<file path="src/rtl/core/tbss_pkg.sv">
// ----------------------------------------------------------------------------
// tbss_pkg: shared types and constants of the two-button speed stepper
// widths, register indexes, reset values and the debounce status bundle
// ----------------------------------------------------------------------------
package tbss_pkg;

  localparam int unsigned CountW     = 8;
  localparam int unsigned SpeedW     = 16;
  localparam int unsigned SetpointW  = 17;
  localparam int unsigned StepW      = 3;
  localparam int unsigned CfgIdxW    = 3;
  localparam int unsigned CfgDataW   = 16;
  localparam int unsigned InDataW    = 8;
  localparam int unsigned OutDataW   = 24;

  // number of speed step registers on the configuration port
  localparam int unsigned NumStepRegs = 5;
  // default number of steps in use
  localparam int unsigned NumStepsDef = 5;

  // configuration register indexes
  localparam logic [CfgIdxW-1:0] CfgDebounce = 3'd0;
  localparam logic [CfgIdxW-1:0] CfgStep0    = 3'd1;
  localparam logic [CfgIdxW-1:0] CfgStep1    = 3'd2;
  localparam logic [CfgIdxW-1:0] CfgStep2    = 3'd3;
  localparam logic [CfgIdxW-1:0] CfgStep3    = 3'd4;
  localparam logic [CfgIdxW-1:0] CfgStep4    = 3'd5;

  // reset values of the configuration registers
  localparam logic [CountW-1:0] DebounceRst = 8'd5;
  localparam logic [SpeedW-1:0] Step0Rst    = 16'd3000;
  localparam logic [SpeedW-1:0] Step1Rst    = 16'd4000;
  localparam logic [SpeedW-1:0] Step2Rst    = 16'd5000;
  localparam logic [SpeedW-1:0] Step3Rst    = 16'd6000;
  localparam logic [SpeedW-1:0] Step4Rst    = 16'd7000;

  // bit positions in the output tdata
  localparam int unsigned OutUpdateBit = 17;
  localparam int unsigned OutStartBit  = 18;
  localparam int unsigned OutStopBit   = 19;

  typedef struct packed {
    logic press;  // new press confirmed this tick
    logic held;   // confirmed held state before this tick
  } deb_status_t;

endpackage

</file>
<file path="src/rtl/core/tbss_debounce.sv">
// ----------------------------------------------------------------------------
// tbss_debounce: counter debounce of one active-low button
// press and release are both confirmed after limit_i ticks at the new level
// ----------------------------------------------------------------------------
module tbss_debounce (
  input  logic                              clk_i,
  input  logic                              rst_ni,
  input  logic                              en_i,
  input  logic                              level_i,
  input  logic [tbss_pkg::CountW-1:0]       limit_i,
  output tbss_pkg::deb_status_t             status_o
);

  logic [tbss_pkg::CountW-1:0] count_q, count_d, count_inc;
  logic                        held_q, held_d;
  logic                        toward_change;
  logic                        confirm;

  always_comb begin
    toward_change = held_q ? level_i : ~level_i;
    count_inc     = toward_change ? count_q + 1'b1 : '0;
    confirm       = (count_inc >= limit_i);
    count_d       = confirm ? '0 : count_inc;
    held_d        = confirm ? ~held_q : held_q;
  end

  assign status_o.press = confirm & ~held_q;
  assign status_o.held  = held_q;

  always_ff @(posedge clk_i or negedge rst_ni) begin
    if (!rst_ni) begin
      count_q <= '0;
      held_q  <= 1'b0;
    end else if (en_i) begin
      count_q <= count_d;
      held_q  <= held_d;
    end
  end

endmodule

</file>
<file path="src/rtl/core/two_button_speed_stepper_unit.sv">
// ----------------------------------------------------------------------------
// two_button_speed_stepper_unit: two-button speed step selector
// path: input transfer into the input reg, then tick logic into the result reg
// throughput: one tick per cycle unless the result stream stalls, set by the
//   single pass of the tick logic
// reset: async active low; counters, held states, step and direction cleared,
//   configuration back to 5 ticks and 3000..7000 rpm, both stages empty
// ----------------------------------------------------------------------------
module two_button_speed_stepper_unit #(
  parameter int unsigned NUM_STEPS = tbss_pkg::NumStepsDef  // steps in use, 2..5
) (
  input  logic                              clk_i,
  input  logic                              rst_ni,
  // input tick stream
  input  logic                              s_axis_tvalid,
  output logic                              s_axis_tready,
  // [0] level_a, [1] level_b, [2] motor_running, [7:3] zero
  input  logic [tbss_pkg::InDataW-1:0]      s_axis_tdata,
  // result stream
  output logic                              m_axis_tvalid,
  input  logic                              m_axis_tready,
  // [16:0] setpoint_rpm, [17] setpoint_update, [18] start_request,
  // [19] stop_request, [23:20] zero
  output logic [tbss_pkg::OutDataW-1:0]     m_axis_tdata,
  // configuration write port
  input  logic                              cfg_we_i,
  input  logic [tbss_pkg::CfgIdxW-1:0]      cfg_idx_i,
  input  logic [tbss_pkg::CfgDataW-1:0]     cfg_wdata_i
);

  typedef enum logic [1:0] {
    DIR_NONE = 2'd0,
    DIR_POS  = 2'd1,
    DIR_NEG  = 2'd2
  } dir_e;

  localparam logic [tbss_pkg::StepW-1:0] LastStep = tbss_pkg::StepW'(NUM_STEPS - 1);

  // configuration registers
  logic [tbss_pkg::CountW-1:0] debounce_q;
  logic [tbss_pkg::SpeedW-1:0] speed_q [tbss_pkg::NumStepRegs];

  always_ff @(posedge clk_i or negedge rst_ni) begin
    if (!rst_ni) begin
      debounce_q <= tbss_pkg::DebounceRst;
      speed_q[0] <= tbss_pkg::Step0Rst;
      speed_q[1] <= tbss_pkg::Step1Rst;
      speed_q[2] <= tbss_pkg::Step2Rst;
      speed_q[3] <= tbss_pkg::Step3Rst;
      speed_q[4] <= tbss_pkg::Step4Rst;
    end else if (cfg_we_i) begin
      case (cfg_idx_i)
        tbss_pkg::CfgDebounce: debounce_q <= cfg_wdata_i[tbss_pkg::CountW-1:0];
        tbss_pkg::CfgStep0:    speed_q[0] <= cfg_wdata_i;
        tbss_pkg::CfgStep1:    speed_q[1] <= cfg_wdata_i;
        tbss_pkg::CfgStep2:    speed_q[2] <= cfg_wdata_i;
        tbss_pkg::CfgStep3:    speed_q[3] <= cfg_wdata_i;
        tbss_pkg::CfgStep4:    speed_q[4] <= cfg_wdata_i;
        default: ;  // writes past the last register are dropped
      endcase
    end
  end

  // a zero debounce setting behaves like one tick
  logic [tbss_pkg::CountW-1:0] limit;
  assign limit = (debounce_q == '0) ? tbss_pkg::CountW'(1) : debounce_q;

  // --------------------------------------------------------------------------
  // handshake: input register feeds the tick logic, result register on output
  // --------------------------------------------------------------------------
  logic       in_valid_q;
  logic [2:0] in_data_q;   // {motor_running, level_b, level_a}
  logic       out_valid_q;
  logic       out_free;
  logic       advance;     // tick logic runs and result register loads

  assign out_free      = ~out_valid_q | m_axis_tready;
  assign advance       = in_valid_q & out_free;
  assign s_axis_tready = ~in_valid_q | advance;

  always_ff @(posedge clk_i or negedge rst_ni) begin
    if (!rst_ni) begin
      in_valid_q <= 1'b0;
    end else if (s_axis_tready) begin
      in_valid_q <= s_axis_tvalid;
    end
  end

  always_ff @(posedge clk_i) begin
    if (s_axis_tready && s_axis_tvalid) begin
      in_data_q <= s_axis_tdata[2:0];
    end
  end

  // --------------------------------------------------------------------------
  // button debounce, state moves only when a tick is processed
  // --------------------------------------------------------------------------
  tbss_pkg::deb_status_t deb_a, deb_b;

  tbss_debounce u_deb_a (
    .clk_i    (clk_i),
    .rst_ni   (rst_ni),
    .en_i     (advance),
    .level_i  (in_data_q[0]),
    .limit_i  (limit),
    .status_o (deb_a)
  );

  tbss_debounce u_deb_b (
    .clk_i    (clk_i),
    .rst_ni   (rst_ni),
    .en_i     (advance),
    .level_i  (in_data_q[1]),
    .limit_i  (limit),
    .status_o (deb_b)
  );

  // --------------------------------------------------------------------------
  // tick logic: A handled first, then B
  // --------------------------------------------------------------------------
  logic [tbss_pkg::StepW-1:0]     step_q, step_d;
  dir_e                           dir_q, dir_d, dir_a;
  logic                           running;
  logic                           start, stop, update;
  logic [tbss_pkg::SpeedW-1:0]    rpm;
  logic [tbss_pkg::SetpointW-1:0] setpoint;

  assign running = in_data_q[2];

  always_comb begin
    step_d   = step_q;
    dir_a    = dir_q;
    start    = 1'b0;
    update   = 1'b0;
    setpoint = '0;
    if (deb_a.press) begin
      update = 1'b1;
      if (!running) begin
        // start: first step, direction from B held before this tick
        step_d = '0;
        dir_a  = deb_b.held ? DIR_POS : DIR_NEG;
        start  = 1'b1;
      end else begin
        step_d = (step_q >= LastStep) ? '0 : step_q + 1'b1;
      end
    end
    rpm = speed_q[step_d];
    if (deb_a.press) begin
      case (dir_a)
        DIR_POS: setpoint = {1'b0, rpm};
        DIR_NEG: setpoint = -{1'b0, rpm};
        default: setpoint = '0;  // running without a direction
      endcase
    end
    // B press stops a running or just started motor
    stop  = deb_b.press & (running | start);
    dir_d = stop ? DIR_NONE : dir_a;
  end

  always_ff @(posedge clk_i or negedge rst_ni) begin
    if (!rst_ni) begin
      step_q <= '0;
      dir_q  <= DIR_NONE;
    end else if (advance) begin
      step_q <= step_d;
      dir_q  <= dir_d;
    end
  end

  // --------------------------------------------------------------------------
  // result register
  // --------------------------------------------------------------------------
  logic [tbss_pkg::OutDataW-1:0] out_data_q;

  always_ff @(posedge clk_i or negedge rst_ni) begin
    if (!rst_ni) begin
      out_valid_q <= 1'b0;
    end else if (out_free) begin
      out_valid_q <= in_valid_q;
    end
  end

  always_ff @(posedge clk_i) begin
    if (advance) begin
      out_data_q <= {4'b0000, stop, start, update, setpoint};
    end
  end

  assign m_axis_tvalid = out_valid_q;
  assign m_axis_tdata  = out_data_q;

endmodule

</file>
<file path="config.mk">
export PLATFORM = sky130hd
export DESIGN_NAME = two_button_speed_stepper_unit
export DESIGN_NICKNAME = d
export VERILOG_FILES = /design/src/rtl/core/tbss_pkg.sv /design/src/rtl/core/tbss_debounce.sv /design/src/rtl/core/two_button_speed_stepper_unit.sv
export SDC_FILE = /design/constraint.sdc
export NUM_CORES = 1
export LEC_CHECK = 0
export ABC_AREA = 1
export BUFFER_PORTS_ARGS = -buffer_cell sky130_fd_sc_hd__buf_2
export CORE_ASPECT_RATIO = 0.8
export CORE_MARGIN = 2
export CORE_UTILIZATION = 40
export CTS_BUF_LIST = sky130_fd_sc_hd__clkbuf_2
export DETAILED_ROUTE_END_ITERATION = 10
export SLEW_MARGIN = 15
export SYNTH_ARGS = -nofsm -noshare
export SYNTH_HDL_FRONTEND = slang
export SYNTH_SLANG_ARGS = --single-unit
export TNS_END_PERCENT = 100
</file>
<file path="constraint.sdc">
create_clock -name clk_i -period 6.1 [get_ports clk_i]
set_input_delay 1.22 -clock clk_i [delete_from_list [all_inputs] [get_ports clk_i]]
set_output_delay 1.22 -clock clk_i [all_outputs]
set_load 0.02 [all_outputs]
</file>
# After elaboration in Yosys (flattened, before gate mapping)
# Cells that the tools add are included.
# classes
magnitude_cmp	4
n_reduce_logical	11
n_bitwise	14
n_mux	21
n_eq_ne	7
addsub	4
# ops
operator	n
binary-select mux 16 bit (select 3 bit)	1
two-way mux 8 bit	5
case mux 17 bit (2 select lines)	1
two-way mux 16 bit	2
negation 16 -> 17 bit	1
adder 8 x 1 -> 8 bit (second input constant)	2
greater-or-equal comparator 8 bit	2
AND reduction 2 bit	8
two-way mux 3 bit	3
logical NOT 8 bit	1
two-way mux 2 bit	4
== test 3 x 2 -> 1 bit (second input constant)	2
== test 3 bit (second input constant)	2
NOT 1 bit	6
two-way mux 1 bit	5
AND 1 bit	4
greater-or-equal comparator 4 bit (second input constant)	1
NOT 3 -> 4 bit	1
adder 3 x 1 -> 3 bit (second input constant)	1
== test 3 x 1 -> 1 bit (second input constant)	1
greater-or-equal comparator 3 bit (second input constant)	1
logical NOT 3 bit	1
bitwise OR 1 bit	3
== test 2 x 1 -> 1 bit (second input constant)	1
other kinds (2)	2
# totals
input_bits	32
ff_bits	136
elab_cells	78

# Depth between registers and ports, before layout
# Gate-level depths: netlist of the first run.
# depth
word_depth	12
depth_mapped	35
ltp_nobuf	32

# Modules after synthesis
# From an unflattened synthesis of the first run, not the netlist that was laid out.
# unflattened
hier_cells	926
area_unflattened_um2	7440.9
# modules_own_cells
module	area_each_um2	n_inst	seq_area_each_um2	cells_each
two_button_speed_stepper_unit	5816.8	1	3110.5	692
tbss_debounce	812.0	2	225.2	117

# Worst setup path before layout of the first run
# No wires, ideal clock.
# synth_timing
path_kind	register to register
startpoint	register u_deb_a.count_q[2] (netlist bit)
endpoint	register out_data_q (netlist bit m_axis_tdata[12]) (data pin)
period_less_slack_ps	3946
stages_incl_launch_ff	31
t_arrival_ps	3690
slack_ps	2154
required_time_ps	5844
path_buffers	2
setup_ps	256
path_cell_list	dfrtp_1 inv_1 nor3_1 inv_1 nor2_1 nand2_1 nor2_1 inv_1 nor3_1 nor2_1 ha_1 a21oi_1 o21a_1 nand2_4 nand2_4 buf_8 nand2_1 o21ai_4 buf_4 nand3_1 nand3_1 nand2_1 inv_2 ha_1 inv_1 nor2_1 nand2_2 nor2_4 nand3_2 a22oi_1 nor2_1
# synth_via
elab_chain_cells	11
# synth_lines
item	line_no	source
start: declaration	tbss_debounce.sv:14	logic [tbss_pkg::CountW-1:0] count_q, count_d, count_inc;
start signal: assignment	tbss_debounce.sv:35	count_q <= count_d;
adder 8 x 1 -> 8 bit *	tbss_debounce.sv:21	count_inc = toward_change ? count_q + 1'b1 : '0;
two-way mux 8 bit *	tbss_debounce.sv:21	
greater-or-equal comparator 8 bit *	tbss_debounce.sv:22	confirm = (count_inc >= limit_i);
AND 1 bit *	tbss_debounce.sv:27	assign status_o.press = confirm & ~held_q;
two-way mux 3 bit	two_button_speed_stepper_unit.sv:136	if (deb_a.press) begin
NOT 3 -> 4 bit (implied by the code)	two_button_speed_stepper_unit.sv:147	rpm = speed_q[step_d];
binary-select mux 16 bit (select 3 bit)	two_button_speed_stepper_unit.sv:147	
two-way mux 16 bit (implied by the code) (2 in a row)	two_button_speed_stepper_unit.sv:147	
negation 16 -> 17 bit	two_button_speed_stepper_unit.sv:151	DIR_NEG: setpoint = -{1'b0, rpm};
case mux 17 bit (2 select lines)	two_button_speed_stepper_unit.sv:149	case (dir_a)
end signal: assignment	two_button_speed_stepper_unit.sv:185	out_data_q <= {4'b0000, stop, start, update, setpoint};
end: declaration	two_button_speed_stepper_unit.sv:173	logic [tbss_pkg::OutDataW-1:0] out_data_q;
# Every way passes the cells marked *; elsewhere a longest branch is shown, timed or not. The select of a mux whose other input is x is not followed.
# A chain may end at the register's enable or synchronous reset.

# Worst setup path after layout of the first run
# Same ends and word-level chain as after synthesis.

==> results.tsv, run 1 <==
metric	value	unit
path_clk_slew	0.22	ns
root_buffer	clkbuf_2	
antenna_found_initial	1	
min_to	speed_q[8]	
synth_cell_type_count	45	
p_leak	3.65	nW
relSlewSlack	0.319	
grt_pass1_vias	5395	
hold_violations	0	
worstPathMaxFanout	30	
fin_tns_setup	0	ns
cp_slowest_cell	dfrtp_1	
fill_cells	1819	
drt_drc_violations_left	0	
cts_buffers	17	
cts_sinks	136	
numPortBuffers	48	
post_cts.repair.setup_buffers	0	
vias_per_cell	5.01	
grt_pass1_wl	28.2	mm
r2r_end	m_axis_tdata[12]	
layout.cells.non_filler	1166	
dp_hpwl	11.2	mm
start_util	0.406	
synthArstFlopShare	0.831	
via_count	5841	
ctsHoldBuffers	0	
finalMaxSlewViolations	0	
routedWlPerCell	14.5	µm
synth_cells	886	
die-area	0.0194	mm²
die_y	125	µm
htree_num_levels	4	
critPathKind	reg2reg	
post-route-min-period	4.76	ns
clock_path_buffers	2	
finalClockSkew	0.0338	ns
place_inst	1133	
grt_usage	0.184	
clk_latency	0.73	ns
synth_seq_cells	136	
tightest_slew	1.02	ns
avgSynthCellArea	8.28	µm²
hp-start	speed_q[8]	
worst_ep_arrival_time	5.26	ns
dp_slack	1.50	ns
fin_util	0.441	
cts.repair.resized	0	
firstDrtPassIters	5	
ys_warn_count	0	
reg2reg_slack	1.34	ns
most-common-layout-cells	254 x nand2_1, 115 x o21ai_0, 86 x inv_1	
drtAntennaViolNets	0	
rsz0062_at_grt	no	
gp_congestion	0.828	
grt_max_degree	64	
max_stage_delay	0.41	ns
totalWireLength	16.9	mm
first_iter_violations	463	
max_freq	210	MHz
synth_edf_count	23	
fp.dieW	155	µm
syn_area	0.00734	mm²
hold_class	reg2reg	
whs_path_depth	2	
endpoint_kind	register	
cts_tree	built	
ys.flop_type	dfrtp_1	
start_kind	register	
ios	58	
worst_slack	1.34	ns
run_status	finished clean	
synth-seq-area-share	0.485	
finalCritPeriodShare	0.781	
core_area	0.0181	mm²
layout-drive-gt1-share	0.180	
required	6.59	ns
gr-total-overflow	0	
place_area	0.00768	mm²
final_area	0.00797	mm²
cap_viol_max_count	0	
r2r_start	u_deb_a.count_q[2]	
vdd_drop_max	0.162	mV
layout.nets	977	
ff2ff_path_depth	29	
powerDensity	455	mW/mm²
rows	44	
area_delta_synth_final	8.61	%
mostFrequentLayoutCell	nand2_1	
setup_viol	0	
final cells by class:
type                            instances  area, µm²  area share
Clock buffer                           17       85.1      0.0107
Clock inverter                         15        189      0.0237
Tap cell                              230        288      0.0361
Antenna cell                            1       2.50    0.000314
Timing Repair Buffer                   51        265      0.0333
Multi-Input combinational cell        627       3240       0.407
Inverter                               89        338      0.0424
Sequential cell                       136       3560       0.447
flip-flops by register name (all words and copies together) (netlist names):
signal,count
debounce_q,8
dir_q,2
in_data_q,3
in_valid_q,1
m_axis_tdata,20
m_axis_tvalid,1
speed_q,80
step_q,3
u_deb_a.count_q,8
u_deb_a.held_q,1
u_deb_b.count_q,8
u_deb_b.held_q,1
per-stage QoR:
step | hold WS [ns] | power, mW
after global placement | 0.460 | 3.00
final | 0.505 | 3.63
after global routing | 0.519 | 3.95
after floorplan | 0.447 | 2.64
after CTS | 0.485 | 3.64
after detailed placement | 0.470 | 3.02
worst max path at each step:
stage	end	cells past startpoint	slack (ns)	from
6_report	m_axis_tdata[12]	29	1.34	u_deb_a.count_q[2]
3_3_place_gp	m_axis_tdata[12]	29	1.51	u_deb_a.count_q[2]
5_1_grt	m_axis_tdata[12]	28	0.80	u_deb_a.count_q[2]
3_5_place_dp	m_axis_tdata[12]	29	1.50	u_deb_a.count_q[1]
2_1_floorplan	m_axis_tdata[12]	30	2.15	u_deb_a.count_q[2]
4_1_cts	m_axis_tdata[12]	29	1.43	u_deb_a.count_q[1]
logic make-up (layout without fill, tap and decap cells):
family | Yosys count | in the layout | share of synthesized area
other | 1 | 5 | 0.000511
flip-flops | 136 | 136 | 0.485
AND/OR/NAND/NOR | 436 | 436 | 0.274
adder cells (fa/ha/maj) | 23 | 23 | 0.0392
buffers and inverters | 126 | 172 | 0.0759
AO/OA/AOI/OAI | 161 | 161 | 0.122
XOR/XNOR | 3 | 3 | 0.00358
metal layers:
| metal | wire length, µm | part of all wire | track usage | up-vias |
|---|---|---|---|---|
| met5 | 0 | 0 | 0 | - |
| met4 | 155 | 0.0092 | 0.0486 | 0 |
| met3 | 832 | 0.049 | 0.0388 | 15 |
| met2 | 7140 | 0.42 | 0.264 | 146 |
| met1 | 8720 | 0.52 | 0.280 | 2694 |
| li1 | - | - | - | 2986 |
power by group:
| part | switching [mW] | internal, mW | total (mW) |
|---|---|---|---|
| Combinational | 1.28 | 0.525 | 1.80 |
| Sequential | 0.0916 | 1.12 | 1.21 |
| Clock | 0.376 | 0.239 | 0.615 |
| Total | 1.74 | 1.89 | 3.63 |
synthesized netlist by cell type (4+ instances only):
library cell / number / area (µm²)
nor2_1: 42 / 158
inv_1: 86 / 323
clkbuf_1: 20 / 75.1
nand2_4: 10 / 113
nor3_1: 13 / 65.1
buf_2: 4 / 20.0
nor2_2: 5 / 31.3
nand2_2: 12 / 75.1
ha_1: 23 / 288
nand4_1: 6 / 37.5
a21oi_1: 21 / 105
nand2_1: 254 / 953
nand3_2: 7 / 70.1
nand3_1: 76 / 380
o22ai_1: 5 / 31.3
nor2_4: 5 / 56.3
buf_4: 5 / 37.5
edfxtp_1: 23 / 691
dfstp_2: 34 / 893
o32ai_1: 5 / 43.8
dfrtp_1: 79 / 1980
buf_6: 6 / 67.6
o21ai_0: 115 / 576
worst max-delay path: cells and delay by family, from the launching register on:
family / cells / cell delay [ns]
and+or+nand+nor: 20 / 2.95
adders and majority gates: 2 / 0.47
DFF: 1 / 0.41
AOI/OAI and AO/OA: 2 / 0.36
buffers and inverters: 5 / 0.34
Note: power is estimated with default switching activity, not from simulation.
==> run 2, diff against run 1 <==
==> constraint.sdc (replaced) <==
create_clock -name clk_i -period 4.95 [get_ports clk_i]
set_input_delay 0.99 -clock clk_i [delete_from_list [all_inputs] [get_ports clk_i]]
set_output_delay 0.99 -clock clk_i [all_outputs]
set_load 0.02 [all_outputs]
==> results.tsv, run 2 (synthesis gave the netlist of run 1 again) <==
metric	value	unit
max_freq	226	MHz
vdd_drop_max	0.208	mV
r2r_start	u_deb_a.count_q[2]	
worst-path-stages	29	
htree_num_levels	4	
place_inst	1140	
die-area	0.0194	mm²
cts.repair.resized	0	
finalCritPeriodShare	0.893	
ctsHoldBuffers	0	
finalPower	4.52	mW
cts_tree	built	
via_count	5854	
vias_per_cell	4.99	
p_seq_frac	0.332	
cp_slowest_cell	dfrtp_1	
power.internal	2.33	mW
grt_pass1_vias	5549	
fin_util	0.445	
rows	44	
r2r_end	m_axis_tdata[12]	
start_util	0.406	
worst_slack	0.530	ns
hold_class	in2async	
grt_pass1_wl	28.8	mm
antenna_found_initial	1	
die_y	125	µm
area_delta_synth_final	9.45	%
finalClockSkew	0.0471	ns
hold_violations	0	
setup_viol	0	
worst_ep_arrival_time	4.93	ns
gp_congestion	0.818	
grt_max_degree	51	
wl_met2	7.16	mm
required	5.46	ns
fill_cells	1862	
max_stage_delay	0.41	ns
core_area	0.0181	mm²
finalMaxSlewViolations	0	
path_clk_slew	0.27	ns
run_status	finished clean	
relSlewSlack	0.281	
first_iter_violations	408	
fp.dieW	155	µm
ios	58	
cts_buffers	17	
clk_latency	0.76	ns
rsz0062_at_grt	no	
routedWlPerCell	14.6	µm
cap_viol_max_count	0	
power.share.clock	0.170	
reg2reg_slack	0.53	ns
regMostFlops	speed_q	
drtAntennaViolNets	0	
largest_register_ffs	80	
tightest_slew	1.08	ns
post_cts.repair.setup_buffers	0	
met1_length	8.98	mm
final_area	0.00803	mm²
gr-total-overflow	0	
dp_slack	0.553	ns
critPathLaunch	u_deb_a.count_q[2]	
most-common-layout-cells	254 x nand2_1, 115 x o21ai_0, 86 x inv_1	
ff2ff_path_depth	29	
cts_sinks	136	
drt_drc_violations_left	0	
crit_end	m_axis_tdata[12]	
powerDensity	563	mW/mm²
numPortBuffers	48	
dp_hpwl	11.6	mm
layout.cells.non_filler	1173	
layout.nets	984	
mostFrequentLayoutCell	nand2_1	
worstPathMaxFanout	17	
holdWs	0.232	ns
critPathKind	reg2reg	
wl_met3	808	µm
p_leak	3.70	nW
path_buf_inv	6	
totalWireLength	17.1	mm
p_sw	2.19	mW
fin_tns_setup	0	ns
cp_top_family	simple AND/OR/NAND/NOR gates	
p_comb_frac	0.499	
endpoint_kind	register	
grt_usage	0.188	
firstDrtPassIters	5	
topRoutingLayerUsed	met4	
post-route-min-period	4.42	ns
layout-drive-gt1-share	0.185	
start_kind	register	
place_area	0.00773	mm²
switching_share	0.485	
root_buffer	clkbuf_2	
clock_path_buffers	2	
path_common_cell	nor2_1	
==> run 2: cell count changes in the layout (fill, tap and decap cells not counted), sizes merged <==
| cell | delta |
|---|---|
| inv | +5 |
| clkinv | -2 |
| bufinv | -1 |
| clkinvlp | -2 |
| buf | +7 |
==> run 2: worst min-delay path by stage <==
stage             endpoint  slack, ns
2_1_floorplan     dir_q[1]       0.45
6_report       speed_q[43]       0.23
4_1_cts        speed_q[43]       0.17
3_3_place_gp      dir_q[1]       0.46
3_5_place_dp      dir_q[1]       0.46
5_1_grt        speed_q[74]       0.19
==> run 2: worst register-to-register path, delay by kind of cell (launching register included) <==
kind	cells	cell delay, ns
AO/OA/AOI/OAI	5	0.79
buffers and inverters	6	0.57
adder cells (fa/ha/maj)	2	0.43
flip-flops	1	0.41
AND/OR/NAND/NOR	16	2.03
==> run 2: layout make-up <==
| cell class | count | area (µm²) | area share |
|---|---|---|---|
| Timing Repair Buffer | 58 | 318 | 0.0396 |
| Sequential cell | 136 | 3560 | 0.443 |
| Inverter | 89 | 338 | 0.0421 |
| Clock inverter | 15 | 194 | 0.0242 |
| Tap cell | 230 | 288 | 0.0358 |
| Multi-Input combinational cell | 627 | 3240 | 0.404 |
| Antenna cell | 1 | 2.50 | 0.000312 |
| Clock buffer | 17 | 85.1 | 0.0106 |
==> run 2: layer usage <==
metal / up-vias / global-route usage
met4: 0 / 0.0496
li1: 2996 / -
met1: 2715 / 0.290
met5: - / 0
met3: 16 / 0.0385
met2: 127 / 0.268
==> run 2: power groups by stage <==
stage | combinational, mW | clock (mW) | sequential [mW]
final | 2.25 | 0.766 | 1.50
after global routing | 2.54 | 0.831 | 1.53
after CTS | 2.24 | 0.789 | 1.50
after detailed placement | 2.23 | 0 | 1.52
after global placement | 2.22 | 0 | 1.52
after floorplan | 1.73 | 0 | 1.52
==> run 3, diff against run 2 <==
--- a/config.mk
+++ b/config.mk
@@ -10,10 +10,12 @@
 export CORE_ASPECT_RATIO = 0.8
 export CORE_MARGIN = 2
 export CORE_UTILIZATION = 40
-export CTS_BUF_LIST = sky130_fd_sc_hd__clkbuf_2
+export CTS_BUF_LIST = sky130_fd_sc_hd__clkbuf_4 sky130_fd_sc_hd__clkbuf_8 sky130_fd_sc_hd__clkbuf_16
+export CTS_CLUSTER_DIAMETER = 80
 export DETAILED_ROUTE_END_ITERATION = 10
 export SLEW_MARGIN = 15
 export SYNTH_ARGS = -nofsm -noshare
 export SYNTH_HDL_FRONTEND = slang
+export SYNTH_HIERARCHICAL = 1
 export SYNTH_SLANG_ARGS = --single-unit
 export TNS_END_PERCENT = 100
==> results.tsv, run 3 <==
metric	value	unit
run_status	finished clean	
ios	58	
numPortBuffers	48	
gr-total-overflow	0	
layout-drive-gt1-share	0.195	
cts.repair.resized	0	
root_buffer	clkbuf_16	
vdd_drop_max	0.232	mV
finalClockSkew	0.00545	ns
cts_tree	built	
ff2ff_path_depth	28	
area_delta_synth_final	13.4	%
fill_cells	1818	
dp_hpwl	12.2	mm
max_freq	225	MHz
r2r_start	u_deb_a/count_q[0]	
finalPower	4.70	mW
die_y	126	µm
clock_path_buffers	2	
cap_viol_max_count	0	
critPathKind	reg2reg	
setup_viol	0	
required	5.13	ns
rows	44	
p_leak	4.07	nW
endpoint_kind	register	
grt_max_degree	66	
fin_tns_setup	0	ns
start_kind	register	
layout.nets	1018	
reg2reg_slack	0.50	ns
path_buf_inv	5	
totalWireLength	17.7	mm
antenna_found_initial	0	
tightest_slew	1.10	ns
fp.dieW	156	µm
ctsHoldBuffers	0	
core_area	0.0182	mm²
syn_area	0.00743	mm²
largest_register_ffs	80	
post-route-min-period	4.45	ns
ys_warn_count	6	
drt_drc_violations_left	0	
cp_slowest_cell	dfrtp_1	
cts_buffers	17	
relSlewSlack	0.262	
layout.cells.non_filler	1206	
cts_sinks	136	
routedWlPerCell	14.6	µm
hold_class	reg2reg	
r2r_end	m_axis_tdata[16]	
firstDrtPassIters	5	
cp_top_family	simple AND/OR/NAND/NOR gates	
rsz0062_at_grt	no	
max_stage_delay	0.42	ns
path_clk_slew	0.06	ns
critPathLaunch	u_deb_a/count_q[0]	
regMostFlops	speed_q	
hp-start	speed_q[15]	
die-area	0.0197	mm²
worst_ep_arrival_time	4.63	ns
grt_usage	0.191	
avgSynthCellArea	8.04	µm²
start_util	0.409	
finalCritPeriodShare	0.898	
hold_violations	0	
vias_per_cell	4.97	
holdWs	0.482	ns
most-common-layout-cells	251 x nand2_1, 107 x o21ai_0, 104 x inv_1	
finalMaxSlewViolations	0	
post_cts.repair.setup_buffers	0	
place_area	0.00785	mm²
mostFrequentLayoutCell	nand2_1	
min_to	speed_q[15]	
via_count	5998	
n_antenna_cell	0	
synth_cells	925	
place_inst	1174	
grt_pass1_vias	5637	
first_iter_violations	399	
grt_pass1_wl	29.5	mm
drtAntennaViolNets	0	
powerDensity	557	mW/mm²
final_area	0.00843	mm²
clk_latency	0.43	ns
htree_num_levels	4	
worstPathMaxFanout	7	
gp_congestion	0.832	
whs_path_depth	2	
## run 3: worst register-to-register path: cells and delay by family, from the launching register on
kind | cells | cell delay [ns]
and+or+nand+nor | 17 | 1.93
adders and majority gates | 3 | 0.65
AOI/OAI and AO/OA | 3 | 0.61
buffers and inverters | 5 | 0.57
DFF | 1 | 0.42
## run 3: per-layer routing
layer | part of all wire | global-route usage | up-vias
met5 | 0 | 0 | -
met4 | 0.011 | 0.0453 | 0
met3 | 0.049 | 0.0447 | 17
met2 | 0.41 | 0.272 | 144
met1 | 0.53 | 0.292 | 2779
li1 | - | - | 3058
## run 3: where the power goes
part	internal, mW	leakage (nW)	switching (mW)	total [mW]
registers	1.39	1.60	0.141	1.53
logic	0.599	2.19	1.33	1.93
clock network	0.721	0.279	0.512	1.23
total	2.71	4.07	1.99	4.70
## run 3: layout make-up
cell class	count	area, µm²	area share
clock buffer	18	450	0.0534
inverter	109	409	0.0485
timing repair buffer	60	333	0.0395
multi-input combinational	639	3270	0.388
clock inverter	14	120	0.0142
sequential	136	3560	0.422
tap	230	288	0.0341
## run 3: worst max path at each step
stage,endpoint,cells past startpoint
final,m_axis_tdata[16],28
after global routing,m_axis_tdata[10],30
after CTS,m_axis_tdata[16],29
after detailed placement,m_axis_tdata[16],29
after global placement,m_axis_tdata[10],29
after floorplan,m_axis_tdata[7],24
## run 3: stage by stage
step                      worst slack [ns]  utilization
after CTS                            0.479        0.463
after global placement               0.576        0.432
final                                0.504        0.464
after floorplan                      0.895            -
after detailed placement             0.502        0.432
after global routing                0.0596        0.464
